[src/hdl/ttg_pkg.sv]
package ttg_pkg;

    // Field and datapath widths
    localparam int POS_W  = 32;
    localparam int TEX_W  = 24;
    localparam int OUT_W  = 16;
    localparam int EDGE_W = POS_W + 1;
    localparam int DUV_W  = TEX_W + 1;
    localparam int PROD_W = EDGE_W + DUV_W;
    localparam int ACC_W  = PROD_W + 1;
    localparam int NORM_W = 30;
    localparam int SQ_W   = 2 * NORM_W;
    localparam int ROOT_W = 64;
    localparam int LEN_W  = 32;
    localparam int OUT_SH = 14;
    localparam int NUM_W  = NORM_W + OUT_SH + 1;
    localparam int QUO_W  = 16;
    localparam int CNT_W  = 6;

    localparam int QUEUE_DEPTH = 2;

    // Unit length in Q1.14
    localparam logic [QUO_W-1:0] OUT_ONE = 16'd16384;

    // Normalization window for the largest magnitude
    localparam logic [ACC_W-1:0] NORM_HIGH = ACC_W'(64'd1 << 30);
    localparam logic [ACC_W-1:0] NORM_LOW  = ACC_W'(64'd1 << 29);

    typedef struct packed {
        logic signed [POS_W-1:0] pos_x;
        logic signed [POS_W-1:0] pos_y;
        logic signed [POS_W-1:0] pos_z;
        logic signed [TEX_W-1:0] tex_u;
        logic signed [TEX_W-1:0] tex_v;
    } vtx_t;

    typedef struct packed {
        logic signed [OUT_W-1:0] tangent_x;
        logic signed [OUT_W-1:0] tangent_y;
        logic signed [OUT_W-1:0] tangent_z;
        logic                    degenerate;
    } tan_t;

    typedef struct packed {
        logic signed [EDGE_W-1:0] e1x;
        logic signed [EDGE_W-1:0] e1y;
        logic signed [EDGE_W-1:0] e1z;
        logic signed [EDGE_W-1:0] e2x;
        logic signed [EDGE_W-1:0] e2y;
        logic signed [EDGE_W-1:0] e2z;
        logic signed [DUV_W-1:0]  du1;
        logic signed [DUV_W-1:0]  dv1;
        logic signed [DUV_W-1:0]  du2;
        logic signed [DUV_W-1:0]  dv2;
    } job_t;

    typedef enum logic [7:0] {
        ST_IDLE = 8'b0000_0001,
        ST_MUL  = 8'b0000_0010,
        ST_MAG  = 8'b0000_0100,
        ST_NORM = 8'b0000_1000,
        ST_SQ   = 8'b0001_0000,
        ST_SQRT = 8'b0010_0000,
        ST_DIV  = 8'b0100_0000,
        ST_OUT  = 8'b1000_0000
    } back_state_t;

endpackage

[src/hdl/ttg_queue.sv]
module ttg_queue (
    input  logic          aclk,
    input  logic          aresetn,
    input  logic          push_valid,
    output logic          push_ready,
    input  ttg_pkg::job_t push_data,
    output logic          pop_valid,
    input  logic          pop_ready,
    output ttg_pkg::job_t pop_data
);

    localparam int PTR_W = $clog2(ttg_pkg::QUEUE_DEPTH);

    ttg_pkg::job_t          mem_reg [ttg_pkg::QUEUE_DEPTH];
    logic [PTR_W-1:0]       wr_ptr_reg;
    logic [PTR_W-1:0]       rd_ptr_reg;
    logic [PTR_W:0]         count_reg;
    logic                   do_push;
    logic                   do_pop;

    assign push_ready = count_reg != (PTR_W+1)'(ttg_pkg::QUEUE_DEPTH);
    assign pop_valid  = count_reg != '0;
    assign do_push    = push_valid && push_ready;
    assign do_pop     = pop_valid && pop_ready;
    assign pop_data   = mem_reg[rd_ptr_reg];

    // Advance pointers and fill level
    always_ff @(posedge aclk) begin
        if (!aresetn) begin
            wr_ptr_reg <= '0;
            rd_ptr_reg <= '0;
            count_reg  <= '0;
        end else begin
            if (do_push) begin
                wr_ptr_reg <= wr_ptr_reg + 1'b1;
            end
            if (do_pop) begin
                rd_ptr_reg <= rd_ptr_reg + 1'b1;
            end
            if (do_push && !do_pop) begin
                count_reg <= count_reg + 1'b1;
            end else if (do_pop && !do_push) begin
                count_reg <= count_reg - 1'b1;
            end
        end
    end

    always_ff @(posedge aclk) begin
        if (do_push) begin
            mem_reg[wr_ptr_reg] <= push_data;
        end
    end

endmodule

[config.mk]
export PLATFORM = sky130hd
export DESIGN_NAME = ttg_queue
export DESIGN_NICKNAME = d
export VERILOG_FILES = /design/src/hdl/ttg_pkg.sv /design/src/hdl/ttg_queue.sv
export SDC_FILE = /design/constraint.sdc
export NUM_CORES = 1
export LEC_CHECK = 0
export ABC_AREA = 1
export ABC_CLOCK_PERIOD_IN_PS = 28200
export BUFFER_PORTS_ARGS = -buffer_cell sky130_fd_sc_hd__buf_2
export CORE_AREA = 2 2 234 236
export DETAILED_ROUTE_END_ITERATION = 10
export DIE_AREA = 0 0 236 238
export HOLD_SLACK_MARGIN = 0.02
export PLACE_DENSITY = 0.76
export SETUP_SLACK_MARGIN = 0.2
export SKIP_CTS_REPAIR_TIMING = 1
export SYNTH_ARGS = -nofsm -noshare
export SYNTH_HDL_FRONTEND = slang
export SYNTH_SLANG_ARGS = --single-unit
export TNS_END_PERCENT = 10
[constraint.sdc]
create_clock -name aclk -period 28.2 [get_ports aclk]
set_clock_uncertainty 0.2 [all_clocks]
set_input_delay 4.23 -clock aclk [delete_from_list [all_inputs] [get_ports aclk]]
set_output_delay 4.23 -clock aclk [all_outputs]
set_load 0.02 [all_outputs]
=== Word level (Yosys, flattened, before mapping) ===
Memories as Yosys holds them, arrays and structs flattened. A register that Yosys moved wholly into a read port is not among the register bits.
Index checks and enable logic that the tools add are counted.

* Register bits: 4
* Bits in writable memories: 596
* Input bits: 302
* Output and inout bits: 300
* Word-level logic and storage cells: 23
* Memories: 1

{| class="wikitable"
|+ Memories
! name !! words !! bits a word !! read ports !! clocked after memory_dff !! wr ports !! RTL line !! RTL
|-
| mem_reg || 2 || 298 || 1 || 1 || 1 || ttg_queue.sv:14 || <nowiki>ttg_pkg::job_t mem_reg [ttg_pkg::QUEUE_DEPTH];</nowiki>
|}

* Add/sub/neg operators: 4
* Eq/ne operators: 1
* Mux-type cells: 6
* Reductions and logical operators: 8

{| class="wikitable"
|+ Operator list
! operator !! number
|-
| $logic_and A1 B1 Y1 || 4
|-
| $mux W1 || 4
|-
| $mux W2 || 2
|-
| $reduce_bool A2 Y1 || 2
|-
| $add A1 B1 Y1 const B || 2
|-
| $add A2 B1 Y2 const B || 1
|-
| $logic_not A1 Y1 || 2
|-
| $ne A2 B2 Y1 const B || 1
|-
| $sub A2 B1 Y2 const B || 1
|}

=== Depth between registers and ports, before layout ===
Gate-level depths: netlist of run 1.

* Depth in word-level cells: 6
* Gate-level depth with buffers: 11
* Mapped depth without buffers: 11

=== Worst setup path before layout of run 1 ===
Ideal clock, no wire load.

* Path type: input port to flip-flop
* From: input port push_valid
* To: memory mem_reg[0][0] in the netlist's numbering (enable)
* Arrival: 16665 ps
* Data required time: 27036 ps
* Path slack: 10372 ps
* Stages: 2
* Path buffers: 0
* Cells stage by stage: nand2_1 -> nor2_1

* Cells in the longest elaborated chain, start to end: 3

{| class="wikitable"
|+ Ends and longest elaborated chain
! element !! RTL line !! RTL
|-
| start: declaration || ttg_queue.sv:4 || <nowiki>input logic push_valid,</nowiki>
|-
| $logic_and A1 B1 Y1 || ttg_queue.sv:23 || <nowiki>assign do_push = push_valid && push_ready;</nowiki>
|-
| $mux W1 || ttg_queue.sv:49 || <nowiki>if (do_push) begin</nowiki>
|-
| $mux W1 (not written as such) || ttg_queue.sv:50 || <nowiki>mem_reg[wr_ptr_reg] <= push_data;</nowiki>
|-
| end: declaration || ttg_queue.sv:14 ||
|}

Every way passes these cells.

==> reports/metrics.cfg, run 1 <==
[outcome]
outcome=finished, final reports clean

[clock_tree]
clkSinkCount=601
cts_root_buf=clkbuf_16
cts_tree=done
cts-htree-levels=2
clkTransAtPathRegs_ns=0.06
clock_path_buffers=3
numCtsBuffers=58
clock_latency_ns=0.59

[synth]
synth_area_um2=22580
syn-instance-count=964
synth_cell_type_count=15
yosys_warnings=0
ys_seq_area_share_pct=79.72
synth_fp_nets=1267
ys_ff_latch=601
syn_area_per_cell_um2=23.42

[sta]
fmax_mhz=118.9
max_slew_margin_pct=25.22
rsz0062_at_grt=false
setup_tns_ns=0
final_max_slew_viol_count=0
final_hold_viol_count=0
period_share_pct=29.82
report.final.setup_viol=0
fin_crit_ns=8.408
worstMarginPinSlew_ns=1.122

[placement]
gp_congestion=0.8376
portBuffers=601
hpwl_mm=33.84

[routing]
vias=11410
firstDrtPassIters=6
drc=0
vias_per_cell=4.853
wirelength_mm=48.51
ant_nets=0
first_iter_violations=624
wl_per_cell_um=20.63

[global_route]
overflow=0
grt_pass1_wl_mm=70.24
antenna_found_initial=25
grt_use_total_pct=16.60
grt_pass1_vias=12040
grt_max_degree=150

[pwr]
p_per_area_nw_per_um2=91.81
combPwrFrac_pct=26.4
internal-power_w=0.001830
max-vdd-ir-drop_uv=64.15
p_total_w=0.002575
pwr-share-seq_pct=45.6
swShare_pct=28.92
power_leakage_nw=10.78
p_switching_w=0.0007447
clockPowerShare_pct=28.1

[cells_and_area]
final_common_cell=buf_2
final_nets=1905
final_cell_mix=buf_2 (601), edfxtp_1 (596), mux2_4 (201)
largest_register_ffs=596
drive_gt1_share_pct=59.89
syn_to_final_growth_pct=24.24

[floorplanning]
fp-row-count=85
dieArea_um2=56170
core-area_um2=53500
start_util_pct=42.20
die_w_um=236
die_h_um=238
io_pins=602

[critical_path]
crit_type=reg2out
cp.arrival_ns=3.98
cp_max_fo=67
r2r_cells=6
required_ns=23.77
end_kind=output pin
start_kind=flip-flop

[job]
drv_cap=0

[min_path]
holdCritPathClass=reg2reg
hold_depth=2

worst paths after layout:
kind,slack (ns),end,start
hold reg to reg,0.30,flip-flop,rd_ptr_reg
setup reg to reg,24.72,mem_reg[1][73],count_reg[0]
setup / recovery,19.79,pop_data[132],flip-flop
hold / removal,0.30,flip-flop,rd_ptr_reg
power groups by stage:
stage	Sequential, W	Clock [W]	Combinational (W)
detailed placement	0.00119	0	0.000683
CTS	0.00118	0.000743	0.000685
global placement	0.00119	0	0.000676
floorplan	0.00124	0	0.000493
finish	0.00117	0.000723	0.000679
global route	0.00118	0.000778	0.000715
per-stage QoR:
step | setup WS, ns | cell area, um2 | utilization (%) | instances | hold slack, ns
floorplan | 10.37 | 22580 | - | 964 | 0.2669
global placement | 20.46 | 26250 | 49.06 | 2238 | 0.2794
detailed placement | 20.38 | 26250 | 49.06 | 2238 | 0.2927
CTS | 19.72 | 28020 | 52.37 | 2339 | 0.3085
global route | 19.53 | 28040 | 52.41 | 2348 | 0.3549
finish | 19.79 | 28050 | 52.43 | 2351 | 0.3008
Yosys cell counts:
cell	count	area [um2]
ha_1	1	12.51
mux2_4	201	3018
o21ai_0	2	10.01
dfxtp_1	5	100.1
nand3_1	1	5.000
buf_2	7	35.03
inv_1	8	30.03
o21a_1	1	7.510
edfxtp_1	596	17900
nor2_1	8	30.03
mux2_2	97	1092
a21oi_1	1	5.000
nand4_1	1	6.260
nand2_1	9	33.78
buf_6	26	292.8
final cells by class:
| cell class | count | area [um2] |
|---|---|---|
| inverters | 8 | 30.03 |
| fillers | 4223 | 25450 |
| diodes | 12 | 30.03 |
| flip-flops and latches | 601 | 18000 |
| clock buffers | 74 | 1575 |
| clock inverters | 27 | 196.4 |
| well taps | 696 | 870.8 |
| repair buffers | 611 | 3108 |
| multi-input cells | 322 | 4235 |
per-layer routing:
layer	track usage [%]	share of wire, %	vias to the layer above
li1	-	-	5129
met1	17.52	35	5638
met2	29.14	51	476
met3	6.733	9.3	143
met4	7.412	4.0	24
met5	0	0.31	-
logic make-up (layout without fill, tap and decap cells):
logic type      Yosys count  after routing  share of synthesized area [%]
flops                   601            601                          79.72
other cells               0             12                              0
simple gates             19             19                         0.3325
fa+ha+maj                 1              1                        0.05541
mux                     298            298                          18.21
compound gates            4              4                        0.09975
buf+inv                  41            720                          1.585
critical path, cell delays in order, from the launching register on:
cell and delay, ns:
dfxtp_4 0.94, buf_4 0.85, buf_4 0.85, mux2_4 0.36, buf_2 0.16
Note: power is estimated with default switching activity, not from simulation.
==> run 2: changes to the inputs <==
Settings changed: ABC_AREA 1 to 0, ABC_CLOCK_PERIOD_IN_PS 28200 to 7050, CORE_AREA 2 2 234 236 to 2 2 236 238, DIE_AREA 0 0 236 238 to 0 0 238 240, PLACE_DENSITY 0.76 to 0.78.
Clock period 28.2 ns to 7.05 ns, I/O delays scaled along.
==> reports/metrics.cfg, run 2 <==
[cells_and_area]
multi_input_area_um2=4243  ; was 4235 um2
final_nets=1889  ; was 1905
largest_register_ffs=596  ; unchanged
final_cell_mix=buf_2 (601), edfxtp_1 (596), mux2_4 (200)  ; was buf_2 (601), edfxtp_1 (596), mux2_4 (201)
fillCellCount=4378  ; was 4223
final_common_cell=buf_2  ; unchanged
regArea_um2=18000  ; unchanged
postLayoutCellArea_um2=28020  ; was 28050 um2
syn_to_final_growth_pct=24.15  ; was 24.24%
drive_gt1_share_pct=60.37  ; was 59.89%

[sta]
max_slew_margin_pct=13.58  ; was 25.22%
whs_ns=0.3587  ; was 0.3008 ns
period_share_pct=61.27
postLayoutSetupSlackWorst_ns=2.731  ; was 19.79 ns
fmax_mhz=231.5
final_hold_viol_count=0  ; unchanged
worstMarginPinSlew_ns=1.296  ; was 1.122 ns
report.final.setup_viol=0  ; unchanged
fin_crit_ns=4.319
final_max_slew_viol_count=0  ; unchanged
rsz0062_at_grt=false  ; unchanged

[min_path]
hold_depth=2  ; unchanged
holdCritPathClass=reg2reg  ; unchanged

[floorplanning]
core-area_um2=54660  ; was 53500 um2
fp-row-count=86  ; was 85
die_w_um=238  ; was 236 um
die_h_um=240  ; was 238 um
io_pins=602  ; unchanged
dieArea_um2=57120  ; was 56170 um2
start_util_pct=41.28  ; was 42.20%

[synth]
ys_seq_area_share_pct=79.75  ; was 79.72%
yosysMostFrequentCell=edfxtp_1  ; unchanged
yosys.area.top_type=edfxtp_1  ; unchanged
synthTopCellsByArea=edfxtp_1 (79%), mux2_4 (13%), mux2_2 (4.9%), buf_6 (1.3%), dfxtp_1 (0.44%)  ; was edfxtp_1 (79%), mux2_4 (13%), mux2_2 (4.8%), buf_6 (1.3%), dfxtp_1 (0.44%)
syn-instance-count=951  ; was 964
synth_area_um2=22570  ; was 22580 um2
yosys_warnings=0  ; unchanged
syn_area_per_cell_um2=23.73  ; was 23.42 um2
synth_cell_type_count=20  ; was 15
synth_edf_count=596  ; unchanged
synth_commonest_cells=edfxtp_1 (596), mux2_4 (200), mux2_2 (98)  ; was edfxtp_1 (596), mux2_4 (201), mux2_2 (97)
ys_ff_latch=601  ; unchanged
synth_fp_nets=1254  ; was 1267
synth_ff_type=edfxtp_1  ; unchanged
async_flop_share_pct=0  ; unchanged
yosys.area.top_type_share_pct=79.31  ; was 79.28%

[outcome]
outcome=finished, final reports clean  ; unchanged

[clock_tree]
cts-htree-levels=2  ; unchanged
clock_latency_ns=0.59  ; about the same
numCtsBuffers=59  ; was 58
cts_root_buf=clkbuf_16  ; unchanged
clkSinkCount=601  ; unchanged
clkTransAtPathRegs_ns=0.06  ; about the same
cts_tree=done  ; unchanged
clock_path_buffers=3  ; unchanged

[placement]
dp_slack_ns=3.404  ; was 20.38 ns
gp_congestion=0.7669  ; was 0.8376
dpl-instance-area_um2=26250  ; about the same
portBuffers=601  ; unchanged
hpwl_mm=32.36  ; was 33.84 mm

[routing]
vias=11272  ; was 11410
wirelength_mm=47.59  ; was 48.51 mm
first_iter_violations=612  ; was 624
drc=0  ; unchanged
vias_per_cell=4.813  ; was 4.853
ant_nets=0  ; unchanged
wl_per_cell_um=20.32  ; was 20.63 um
firstDrtPassIters=4  ; was 6

[pwr]
power_leakage_nw=10.71  ; was 10.78 nW
p_per_area_nw_per_um2=373.5  ; was 91.81 nW/um2
max-vdd-ir-drop_uv=326.4  ; was 64.15 uV

[critical_path]
cp.arrival_ns=3.06  ; was 3.98 ns
crit_type=reg2out  ; unchanged
start_kind=flip-flop  ; unchanged
cp_max_fo=139  ; was 67
required_ns=5.79  ; was 23.77 ns
r2r_cells=4  ; was 6
end_kind=output pin  ; unchanged

[global_route]
overflow=0  ; unchanged
grt_max_degree=160  ; was 150
antenna_found_initial=16  ; was 25
grt_pass1_vias=11735  ; was 12040
grt_use_total_pct=15.76  ; was 16.60%
grt_pass1_wl_mm=68.14  ; was 70.24 mm

[job]
drv_cap=0  ; unchanged

==> run 2: changes by cell type after synthesis, sizes merged, moves of 2 or more <==
cell / change
nand2: -9
nor2: -8
xnor2: +2
and2: +4
inv: -7
a21boi: +2
==> run 2: per-stage QoR <==
step	total power [W]	instances	util (%)	setup TNS, ns
global placement	0.007638	2229	48.02	0
global route	0.01086	2337	51.23	0
CTS	0.01057	2334	51.22	0
floorplan	0.006920	951	-	-207.37
detailed placement	0.007695	2229	48.02	0
finish	0.01046	2342	51.25	0
==> run 2: cell type report <==
cell class,count,area share (%)
tap,704,3.144
sequential,601,64.25
timing repair buffer,607,11.12
clock buffer,74,5.623
clock inverter,31,0.6074
multi-input combinational,316,15.14
inverter,1,0.04019
antenna,8,0.07145
==> run 2: final timing paths <==
check	start	endpoint	slack (ns)
setup / recovery	flip-flop	pop_data[270]	2.73
hold / removal	count_reg[1]	count_reg[1]	0.36
setup reg to reg	count_reg[0]	mem_reg[0][107]	4.08
hold reg to reg	count_reg[1]	count_reg[1]	0.36
==> run 2: kinds of logic (layout without fill, tap and decap cells) <==
family | after synthesis | count (layout) | synth area share [%]
flip-flops | 601 | 601 | 79.75
multiplexers | 298 | 298 | 18.20
buffers and inverters | 34 | 713 | 1.469
AND/OR/NAND/NOR | 9 | 9 | 0.2551
AO/OA/AOI/OAI | 5 | 5 | 0.1552
XOR/XNOR | 3 | 3 | 0.1165
adder cells (fa/ha/maj) | 1 | 1 | 0.05544
other | 0 | 8 | 0
==> run 2: per-layer routing <==
metal	part of all wire [%]	global-route usage (%)	up-vias
met4	2.4	4.905	16
met1	36	17.18	5641
li1	-	-	5079
met5	0.20	0	-
met2	53	28.53	441
met3	8.8	5.763	95
==> run 2: worst max-delay path, cell delays in order, from the launching register on <==
cell	delay [ns]
dfxtp_4	0.86
buf_12	0.49
mux2_2	0.46
buf_2	0.17
==> run 2: power by group <==
group          internal (W)  switching (W)
Sequential          0.00447       0.000151
Clock               0.00160        0.00125
Combinational       0.00128        0.00171
