File: config.mk
export PLATFORM = sky130hd
export DESIGN_NAME = ttg_front
export DESIGN_NICKNAME = d
export VERILOG_FILES = /design/src/hdl/ttg_pkg.sv /design/src/hdl/ttg_front.sv
export SDC_FILE = /design/constraint.sdc
export NUM_CORES = 1
export LEC_CHECK = 0
export BUFFER_PORTS_ARGS = -buffer_cell sky130_fd_sc_hd__buf_2
export CORE_ASPECT_RATIO = 1.5
export CORE_MARGIN = 8
export CORE_UTILIZATION = 30
export DETAILED_ROUTE_END_ITERATION = 8
export SYNTH_ARGS = -nofsm -noshare
export SYNTH_HDL_FRONTEND = slang
export SYNTH_SLANG_ARGS = --single-unit
File: constraint.sdc
create_clock -name aclk -period 12.1 [get_ports aclk]
set_clock_uncertainty 0.2 [all_clocks]
set_input_delay 1.21 -clock aclk [delete_from_list [all_inputs] [get_ports aclk]]
set_output_delay 1.21 -clock aclk [all_outputs]
set_load 0.03 [all_outputs]
File: src/hdl/ttg_pkg.sv
package ttg_pkg;

    // Field and datapath widths
    localparam int POS_W  = 32;
    localparam int TEX_W  = 24;
    localparam int OUT_W  = 16;
    localparam int EDGE_W = POS_W + 1;
    localparam int DUV_W  = TEX_W + 1;
    localparam int PROD_W = EDGE_W + DUV_W;
    localparam int ACC_W  = PROD_W + 1;
    localparam int NORM_W = 30;
    localparam int SQ_W   = 2 * NORM_W;
    localparam int ROOT_W = 64;
    localparam int LEN_W  = 32;
    localparam int OUT_SH = 14;
    localparam int NUM_W  = NORM_W + OUT_SH + 1;
    localparam int QUO_W  = 16;
    localparam int CNT_W  = 6;

    localparam int QUEUE_DEPTH = 2;

    // Unit length in Q1.14
    localparam logic [QUO_W-1:0] OUT_ONE = 16'd16384;

    // Normalization window for the largest magnitude
    localparam logic [ACC_W-1:0] NORM_HIGH = ACC_W'(64'd1 << 30);
    localparam logic [ACC_W-1:0] NORM_LOW  = ACC_W'(64'd1 << 29);

    typedef struct packed {
        logic signed [POS_W-1:0] pos_x;
        logic signed [POS_W-1:0] pos_y;
        logic signed [POS_W-1:0] pos_z;
        logic signed [TEX_W-1:0] tex_u;
        logic signed [TEX_W-1:0] tex_v;
    } vtx_t;

    typedef struct packed {
        logic signed [OUT_W-1:0] tangent_x;
        logic signed [OUT_W-1:0] tangent_y;
        logic signed [OUT_W-1:0] tangent_z;
        logic                    degenerate;
    } tan_t;

    typedef struct packed {
        logic signed [EDGE_W-1:0] e1x;
        logic signed [EDGE_W-1:0] e1y;
        logic signed [EDGE_W-1:0] e1z;
        logic signed [EDGE_W-1:0] e2x;
        logic signed [EDGE_W-1:0] e2y;
        logic signed [EDGE_W-1:0] e2z;
        logic signed [DUV_W-1:0]  du1;
        logic signed [DUV_W-1:0]  dv1;
        logic signed [DUV_W-1:0]  du2;
        logic signed [DUV_W-1:0]  dv2;
    } job_t;

    typedef enum logic [7:0] {
        ST_IDLE = 8'b0000_0001,
        ST_MUL  = 8'b0000_0010,
        ST_MAG  = 8'b0000_0100,
        ST_NORM = 8'b0000_1000,
        ST_SQ   = 8'b0001_0000,
        ST_SQRT = 8'b0010_0000,
        ST_DIV  = 8'b0100_0000,
        ST_OUT  = 8'b1000_0000
    } back_state_t;

endpackage

File: src/hdl/ttg_front.sv
module ttg_front (
    input  logic          aclk,
    input  logic          aresetn,
    input  logic          s_valid,
    output logic          s_ready,
    input  ttg_pkg::vtx_t s_data,
    output logic          job_valid,
    input  logic          job_ready,
    output ttg_pkg::job_t job_data
);

    logic [1:0]    corner_count_reg;
    logic [1:0]    corner_count_next;
    ttg_pkg::vtx_t c0_reg;
    ttg_pkg::vtx_t c1_reg;
    logic          third;
    logic          xfer;

    // Third corner closes a triangle and needs room in the queue
    assign third     = corner_count_reg[1];
    assign s_ready   = !third || job_ready;
    assign job_valid = s_valid && third;
    assign xfer      = s_valid && s_ready;

    // Form edges and texcoord deltas
    always_comb begin
        job_data.e1x = ttg_pkg::EDGE_W'(c1_reg.pos_x) - ttg_pkg::EDGE_W'(c0_reg.pos_x);
        job_data.e1y = ttg_pkg::EDGE_W'(c1_reg.pos_y) - ttg_pkg::EDGE_W'(c0_reg.pos_y);
        job_data.e1z = ttg_pkg::EDGE_W'(c1_reg.pos_z) - ttg_pkg::EDGE_W'(c0_reg.pos_z);
        job_data.e2x = ttg_pkg::EDGE_W'(s_data.pos_x) - ttg_pkg::EDGE_W'(c0_reg.pos_x);
        job_data.e2y = ttg_pkg::EDGE_W'(s_data.pos_y) - ttg_pkg::EDGE_W'(c0_reg.pos_y);
        job_data.e2z = ttg_pkg::EDGE_W'(s_data.pos_z) - ttg_pkg::EDGE_W'(c0_reg.pos_z);
        job_data.du1 = ttg_pkg::DUV_W'(c1_reg.tex_u) - ttg_pkg::DUV_W'(c0_reg.tex_u);
        job_data.dv1 = ttg_pkg::DUV_W'(c1_reg.tex_v) - ttg_pkg::DUV_W'(c0_reg.tex_v);
        job_data.du2 = ttg_pkg::DUV_W'(s_data.tex_u) - ttg_pkg::DUV_W'(c0_reg.tex_u);
        job_data.dv2 = ttg_pkg::DUV_W'(s_data.tex_v) - ttg_pkg::DUV_W'(c0_reg.tex_v);
    end

    // Advance the corner count
    always_comb begin
        corner_count_next = corner_count_reg;
        if (xfer) begin
            corner_count_next = third ? 2'd0 : corner_count_reg + 2'd1;
        end
    end

    always_ff @(posedge aclk) begin
        if (!aresetn) begin
            corner_count_reg <= 2'd0;
        end else begin
            corner_count_reg <= corner_count_next;
        end
    end

    // Hold the first two corners
    always_ff @(posedge aclk) begin
        if (xfer && !third) begin
            if (corner_count_reg[0]) begin
                c1_reg <= s_data;
            end else begin
                c0_reg <= s_data;
            end
        end
    end

endmodule

==> Word level (Yosys, flattened, before mapping) <==
Index checks and enable logic that the tools add are counted.
{ "totals": {"ff_bits": 290, "in_bits": 148, "out_inout_bits": 300, "wordCells": 31} }
{ "classes": {"n_addsub": 11, "n_mux": 1, "n_bitwise": 1, "n_reduce_logical": 7} }
{ "ops": {"columns": ["cell", "count"], "rows": [
  ["32-bit by 32-bit subtractor with 33-bit output", 6],
  ["24-bit by 24-bit subtractor with 25-bit output", 4],
  ["2-bit AND reduction", 2],
  ["1-bit logical AND", 3],
  ["2-bit by 1-bit adder with 2-bit output (second input constant)", 1],
  ["2-bit two-way mux", 1],
  ["1-bit logical NOT", 1],
  ["1-bit logical OR", 1],
  ["1-bit NOT", 1]
]} }

==> Depth between registers and ports, before layout <==
Gate-level depths: netlist of run 1.
{ "depth": {"depth_word": 5, "depth_mapped": 12, "depth_no_buf": 12} }

==> Worst setup path before layout of run 1 <==
OpenSTA, ideal clock, no wires.
{ "synth_path": {"kind": "input to register", "startpoint": "in s_valid", "endpoint": "reg c0_reg[0] (netlist name), enable pin", "arrival_time_ps": 11546, "slack_ps": -501, "cell_stages": 1, "n_path_buf": 0, "path_cell_list": "nor3b_1"} }
{ "synth_between": {"elab_chain_len": 3} }
{ "synth_rtl": {"columns": ["item", "line_no", "rtl"], "rows": [
  ["start, declared", "ttg_front.sv:4", "input logic s_valid,"],
  ["1-bit logical AND", "ttg_front.sv:23", "assign xfer = s_valid && s_ready;"],
  ["1-bit logical AND", "ttg_front.sv:57", "if (xfer && !third) begin"],
  ["2-bit AND reduction (no source line)", null, null],
  ["end signal, assigned", "ttg_front.sv:61", "c0_reg <= s_data;"],
  ["end, declared", "ttg_front.sv:14", "ttg_pkg::vtx_t c0_reg;"]
]} }
Every way passes these cells.
A chain may end at the register's enable or synchronous reset.

==> results of run 1 <==
-- final timing paths --
kind                         end  depth (start not counted)
max                job_data[130]                         14
min          corner_count_reg[0]                          2
max reg2reg           c1_reg[74]                          4
min reg2reg  corner_count_reg[0]                          2
-- tightest hold or removal path, delay by kind of cell (launching register included) --
family	cells	cell delay [ps]
and+or+nand+nor	1	50
DFF	1	340
AOI/OAI and AO/OA	1	130
-- metal layers --
layer	track usage (%)	share of wire, %
met3	3.535	6.1
met5	0	0.051
met4	5.151	3.3
met1	17.55	39
met2	30.32	52
-- cell usage after synthesis (9+ instances only) --
cell type / instances / area (um^2)
ha_1: 288 / 3603
o21ai_0: 92 / 460.4
a211oi_1: 19 / 142.6
a21boi_1: 9 / 67.56
or3_1: 17 / 106.4
nand2b_1: 34 / 212.7
o211ai_1: 17 / 127.6
o21bai_1: 18 / 135.1
a21oi_1: 215 / 1076
nand3_1: 50 / 250.2
nor2b_1: 47 / 294.0
fa_1: 10 / 200.2
o21a_1: 48 / 360.4
nor2_1: 153 / 574.3
clkbuf_1: 20 / 75.07
xor2_1: 70 / 613.1
a31oi_1: 30 / 187.7
inv_1: 233 / 874.6
a21o_1: 136 / 1021
nand2_1: 133 / 499.2
nor3_1: 41 / 205.2
and2_1: 20 / 125.1
xnor2_1: 156 / 1366
and3_1: 28 / 175.2
o21ai_1: 38 / 190.2
edfxtp_1: 288 / 8648
nand4_1: 22 / 137.6
-- stage by stage --
stage               util, %  total power (W)
floorplan                 -         0.002391
global placement      34.64         0.002907
detailed placement    34.64         0.002911
CTS                   36.03         0.003948
global route          36.03         0.004095
finish                36.05         0.003883
-- final cells by class --
cell class | instances | area [um^2]
Sequential cell | 290 | 8688
Fill cell | 7972 | 49210
Clock buffer | 39 | 912.1
Tap cell | 1016 | 1271
Clock inverter | 21 | 152.6
Timing Repair Buffer | 454 | 2290
Inverter | 233 | 874.6
Multi-Input combinational cell | 1845 | 13530
Antenna cell | 8 | 20.02
-- power groups by stage --
stage          Sequential [W]  Combinational, W  Clock, W
6_report              0.00119           0.00169   0.00101
5_1_grt               0.00119           0.00183   0.00108
4_1_cts               0.00119           0.00171   0.00105
3_5_place_dp          0.00121           0.00170         0
3_3_place_gp          0.00121           0.00170         0
2_1_floorplan         0.00122           0.00118         0
-- cells by family after synthesis --
logic type / after synthesis / synth area share [%]
flops: 290 / 37.52
mux: 2 / 0.09185
xor+xnor: 226 / 8.547
buf+inv: 254 / 4.122
simple gates: 579 / 12.29
fa+ha+maj: 298 / 16.42
compound gates: 740 / 21.01
==> metrics.yaml, run 1 <==
status:
  status: "finished clean"
timing:
  worst_slack_ps: 5917
  fin_crit_sh_pct: 51.10
  fmax_mhz: 161.7
  drv_slew: 0
  fin_setup_tns_ps: 0
  hold_slack_ps: 363.4
  max_slew_margin_pct: 27.66
  finalHoldViolations: 0
  rsz0062_at_grt: "false"
  setup_viol: 0
  worst_pin_slew_ps: 1083
  fin_crit_ps: 6183
detailed_routing:
  drt-total-wl_mm: 72.37
  drt-vias-per-instance: 5.011
  ant_nets: 0
  drtIter0Drc: 807
  vias: 19573
  drt_pass1_iterations: 5
  drcViolationCount: 0
  avgRoutedWirePerCell_um: 18.53
finish:
  final_nets: 3305
  final_cell_mix: "buf_2, ha_1, edfxtp_1, inv_1, a21oi_1"
  final_design_area_no_fill_mm2: 0.02774
  stdcell_count: 3906
  drive_gt1_share_pct: 18.36
  final_common_cell: "buf_2"
  area_growth_syn_to_layout_pct: 19.80
pwr:
  peakVddDrop_v: 0.0001487
  power.share.clock_pct: 26.0
  power.leakage_nw: 12.68
  p_int_w: 0.002273
  combPwrFrac_pct: 43.5
  seq_power_share_pct: 30.6
  power.net_switching_w: 0.001610
  p_per_area_mw_per_mm2: 140.0
  switching_share_pct: 41.47
hold_path:
  hold_start: "corner_count_reg[0]"
  hp-class: "reg2reg"
critical_path:
  worstPathArrival_ps: 4770
  endpoint_kind: "output pin"
  setup.reg_to_reg.worst_slack_ps: 8930
  crit_fanout: 4
  crit_chain: "buf_2 > inv_1 > ha_1 > fa_1 > nand2b_1 > a21boi_1 > o21ai_1 > a211oi_1 > o2111ai_1 > a21boi_1 > a31oi_2 > o211a_1 > a211o_1 > buf_2"
  r2r-start: "corner_count_reg[0]"
  cp_top_family: "compound AO/OA/AOI/OAI gates"
  crit_type: "in2out"
  crit_buf_inv: 3
  cp_slowest_stage_delay_ps: 710
  start_kind: "primary input"
  startpoint: "s_data[48]"
  cpMaxStageDelayCell: "a211oi_1"
  cp_data_required_time_ps: 10690
cts:
  cts-resized-gates: 0
  cts_hold_buf: 0
  cts_tree: "done"
  clk_pin_slew_ps: 60
  root_buffer: "clkbuf_16"
  numCtsBuffers: 35
  clock_latency_ps: 560
  cts_buffer_depth: 3
  htree_levels: 2
  clock-sinks: 290
  post_cts_buffers: 0
placement:
  hpwl_mm: 59.93
  port_buffers: 447
  dpl_cell_area_mm2: 0.02666
  dp_slack_ps: 5786
  dp_cells: 3838
  gp_congestion: 0.8733
die:
  die_height_um: 356.3
  coreArea_mm2: 0.07695
  num_io_pins: 448
  die_area_mm2: 0.08653
  placementRows: 125
  die_w_um: 242.9
  start_util_pct: 30.10
grt:
  grt_pass1_vias: 19895
  antenna_found_initial: 19
  grt_max_degree: 62
  grt.overflow.total: 0
  grtUsageTotal_pct: 16.05
  grt_pass1_wl_mm: 110.4
synth:
  yosysSeqAreaShare_pct: 37.52
  ys_warn_count: 0
  synth_edf_count: 288
  synth-async-reset-ratio_pct: 0
  synth.distinct_cells: 80
  syn_avg_cell_area_um2: 9.694
  syn_area_mm2: 0.02316
  ys_seq_elements: 290
  postSynthCellCount: 2389
  syn_nets: 2835
  ys.flop_type: "edfxtp_1"
run:
  drv_cap: 0
Note: power is estimated with default switching activity, not from simulation.
==> run 2, diff against run 1 <==
==> constraint.sdc (replaced) <==
create_clock -name aclk -period 6 [get_ports aclk]
set_clock_uncertainty 0.2 [all_clocks]
set_input_delay 0.6 -clock aclk [delete_from_list [all_inputs] [get_ports aclk]]
set_output_delay 0.6 -clock aclk [all_outputs]
set_load 0.03 [all_outputs]
==> run 2 against run 1 <==
Effect of this change: combinational power grew 100%; worst hold slack lost 300 ps; non-clock buffer count grew 6; first-iteration DRC count shrank 14%; count of clock-buffer cells in the layout grew 4; worst setup slack lost 5100 ps; via count shrank 0.84%; wire length shrank 0.12%; critical path depth shrank 2.
==> metrics.yaml, run 2 (synthesis results as in run 1) <==
detailed_routing:
  drt-total-wl_mm: 72.28  # -0.12%
  vias: 19409  # -0.84%
  avgRoutedWirePerCell_um: 18.49  # -0.20%
  drt-vias-per-instance: 4.965  # -0.91%
  ant_nets: 0  # unchanged
  drtIter0Drc: 698  # -14%
  drt_pass1_iterations: 5  # unchanged
  drcViolationCount: 0  # unchanged
status:
  status: "finished clean"
grt:
  antenna_found_initial: 21  # +2
  grt_max_degree: 61  # -1.6%
  grt_pass1_wl_mm: 109.0  # -1.3%
  grtUsageTotal_pct: 15.95  # -0.094 points
  grt_pass1_vias: 19603  # -1.5%
  grt.overflow.total: 0  # unchanged
timing:
  finalHoldViolations: 0  # unchanged
  rsz0062_at_grt: "false"
  setup_viol: 0  # unchanged
  fmax_mhz: 193.9
  worst_pin_slew_ps: 935.4  # -147.2 ps
  fin_crit_sh_pct: 85.94
  max_slew_margin_pct: 37.64  # +10 points
  fin_crit_ps: 5156
  drv_slew: 0  # unchanged
  fin_setup_tns_ps: 0  # unchanged
critical_path:
  endpoint_kind: "output pin"
  crit_type: "reg2out"
  crit_fanout: 4  # unchanged
  reg2reg_depth: 4  # unchanged
  crit_chain: "ha_1 > fa_1 > nand2b_1 > a21boi_1 > o21ai_1 > a211oi_1 > o2111ai_1 > a21boi_1 > a31oi_2 > o211a_1 > a211o_1 > buf_2"
  setup.reg_to_reg.worst_slack_ps: 3630  # -5300 ps
  start_kind: "flip-flop"
  cpMaxStageDelayCell: "a211oi_1"
  crit_top_cell: "a21boi_1"
  cp_slowest_stage_delay_ps: 660  # -50 ps
  worstPathArrival_ps: 4360  # -410 ps
  cp_data_required_time_ps: 5200  # -5490 ps
pwr:
  combPwrFrac_pct: 43.6  # about the same
  p_per_area_mw_per_mm2: 281.5  # +100%
  switching_share_pct: 41.18  # -0.29 points
  power.leakage_nw: 12.69  # about the same
  p_int_w: 0.004598  # +100%
  peakVddDrop_v: 0.0001870  # +26%
  power.net_switching_w: 0.003219  # +100%
  power.share.clock_pct: 25.8  # -0.2 points
  seq_power_share_pct: 30.6  # about the same
die:
  start_util_pct: 30.10  # unchanged
  num_io_pins: 448  # unchanged
  die_height_um: 356.3  # unchanged
  die_w_um: 242.9  # unchanged
  die_area_mm2: 0.08653  # unchanged
  placementRows: 125  # unchanged
  coreArea_mm2: 0.07695  # unchanged
cts:
  cts_tree: "done"
  htree_levels: 2  # unchanged
  clock_latency_ps: 550  # about the same
  root_buffer: "clkbuf_16"
  clock-sinks: 290  # unchanged
  numCtsBuffers: 34  # -2.9%
  clk_pin_slew_ps: 60  # about the same
  cts_buffer_depth: 3  # unchanged
  post_cts_buffers: 0  # unchanged
finish:
  final_nets: 3310  # +0.15%
  utilization_pct: 36.09  # about the same
  area_growth_syn_to_layout_pct: 19.91  # about the same
  drive_gt1_share_pct: 18.27  # -0.088 points
  final_cell_mix: "buf_2, ha_1, edfxtp_1, inv_1, a21oi_1"
  final_common_cell: "buf_2"
placement:
  gp_congestion: 0.8865  # +1.5%
  hpwl_mm: 59.68  # -0.42%
  port_buffers: 447  # unchanged
run:
  drv_cap: 0  # unchanged
hold_path:
  hp-class: "in2reg"
  min_path_cells: 1  # -1
## run 2: changes by cell type in the layout (fill, tap and decap cells not counted), sizes merged
cell / change
clkbuf: +4
dlygate4sd3: +4
buf: +2
clkinv: -6
inv: -2
bufinv: +1
## run 2: cell type report
| cell class | count | area, um^2 |
|---|---|---|
| diodes | 8 | 20.02 |
| inverters | 233 | 874.6 |
| fillers | 7951 | 49180 |
| clock inverters | 14 | 130.1 |
| clock buffers | 43 | 905.9 |
| multi-input cells | 1845 | 13530 |
| flip-flops and latches | 290 | 8688 |
| repair buffers | 460 | 2345 |
| well taps | 1016 | 1271 |
## run 2: path summary, 6_finish.rpt
kind                        from             endpoint
min                   s_data[80]           c0_reg[80]
max reg2reg  corner_count_reg[0]           c1_reg[78]
min reg2reg  corner_count_reg[0]  corner_count_reg[0]
max                   c0_reg[48]        job_data[130]
## run 2: power by group through the flow
stage	Combinational [W]	Sequential [W]	Clock (W)
2_1_floorplan	0.00237	0.00244	0
3_3_place_gp	0.00343	0.00243	0
3_5_place_dp	0.00344	0.00243	0
4_1_cts	0.00346	0.00239	0.00209
5_1_grt	0.00369	0.00240	0.00215
6_report	0.00341	0.00239	0.00201
## run 2: worst max-delay path, delay by kind of cell, from the launching register on
| family | cells | cell delay [ps] |
|---|---|---|
| and+or+nand+nor | 1 | 160 |
| DFF | 1 | 400 |
| AOI/OAI and AO/OA | 8 | 2450 |
| buffers and inverters | 1 | 170 |
| adders and majority gates | 2 | 640 |
## run 2: routing by layer
| layer | global-route usage [%] | wire, um | vias to the layer above |
|---|---|---|---|
| met5 | 0 | 73 | - |
| met4 | 6.556 | 2761 | 12 |
| met3 | 4.238 | 4861 | 118 |
| met2 | 28.96 | 35970 | 487 |
| met1 | 17.42 | 28620 | 9027 |
| li1 | - | - | 9765 |
## run 2: repair_timing
action                                  CTS  global route
gates resized for setup                   0             0
hold endpoints to repair                  8             0
hold buffers                              4             0
endpoints found under the setup margin    0             0
## run 2: metrics by stage
stage                     instance area (um^2)  total power (W)  std cells  hold WS [ps]  worst slack, ps
final                                    27770         0.007816       3909         58.70            843.6
after global routing                     27760         0.008244       3904         20.48            419.9
after CTS                                27750         0.007940       3901         1.822            627.3
after detailed placement                 26670         0.005870       3840         359.9            906.6
after global placement                   26670         0.005863       3840         355.6            938.3
after floorplan                          23170         0.004813       2389         335.1            936.6
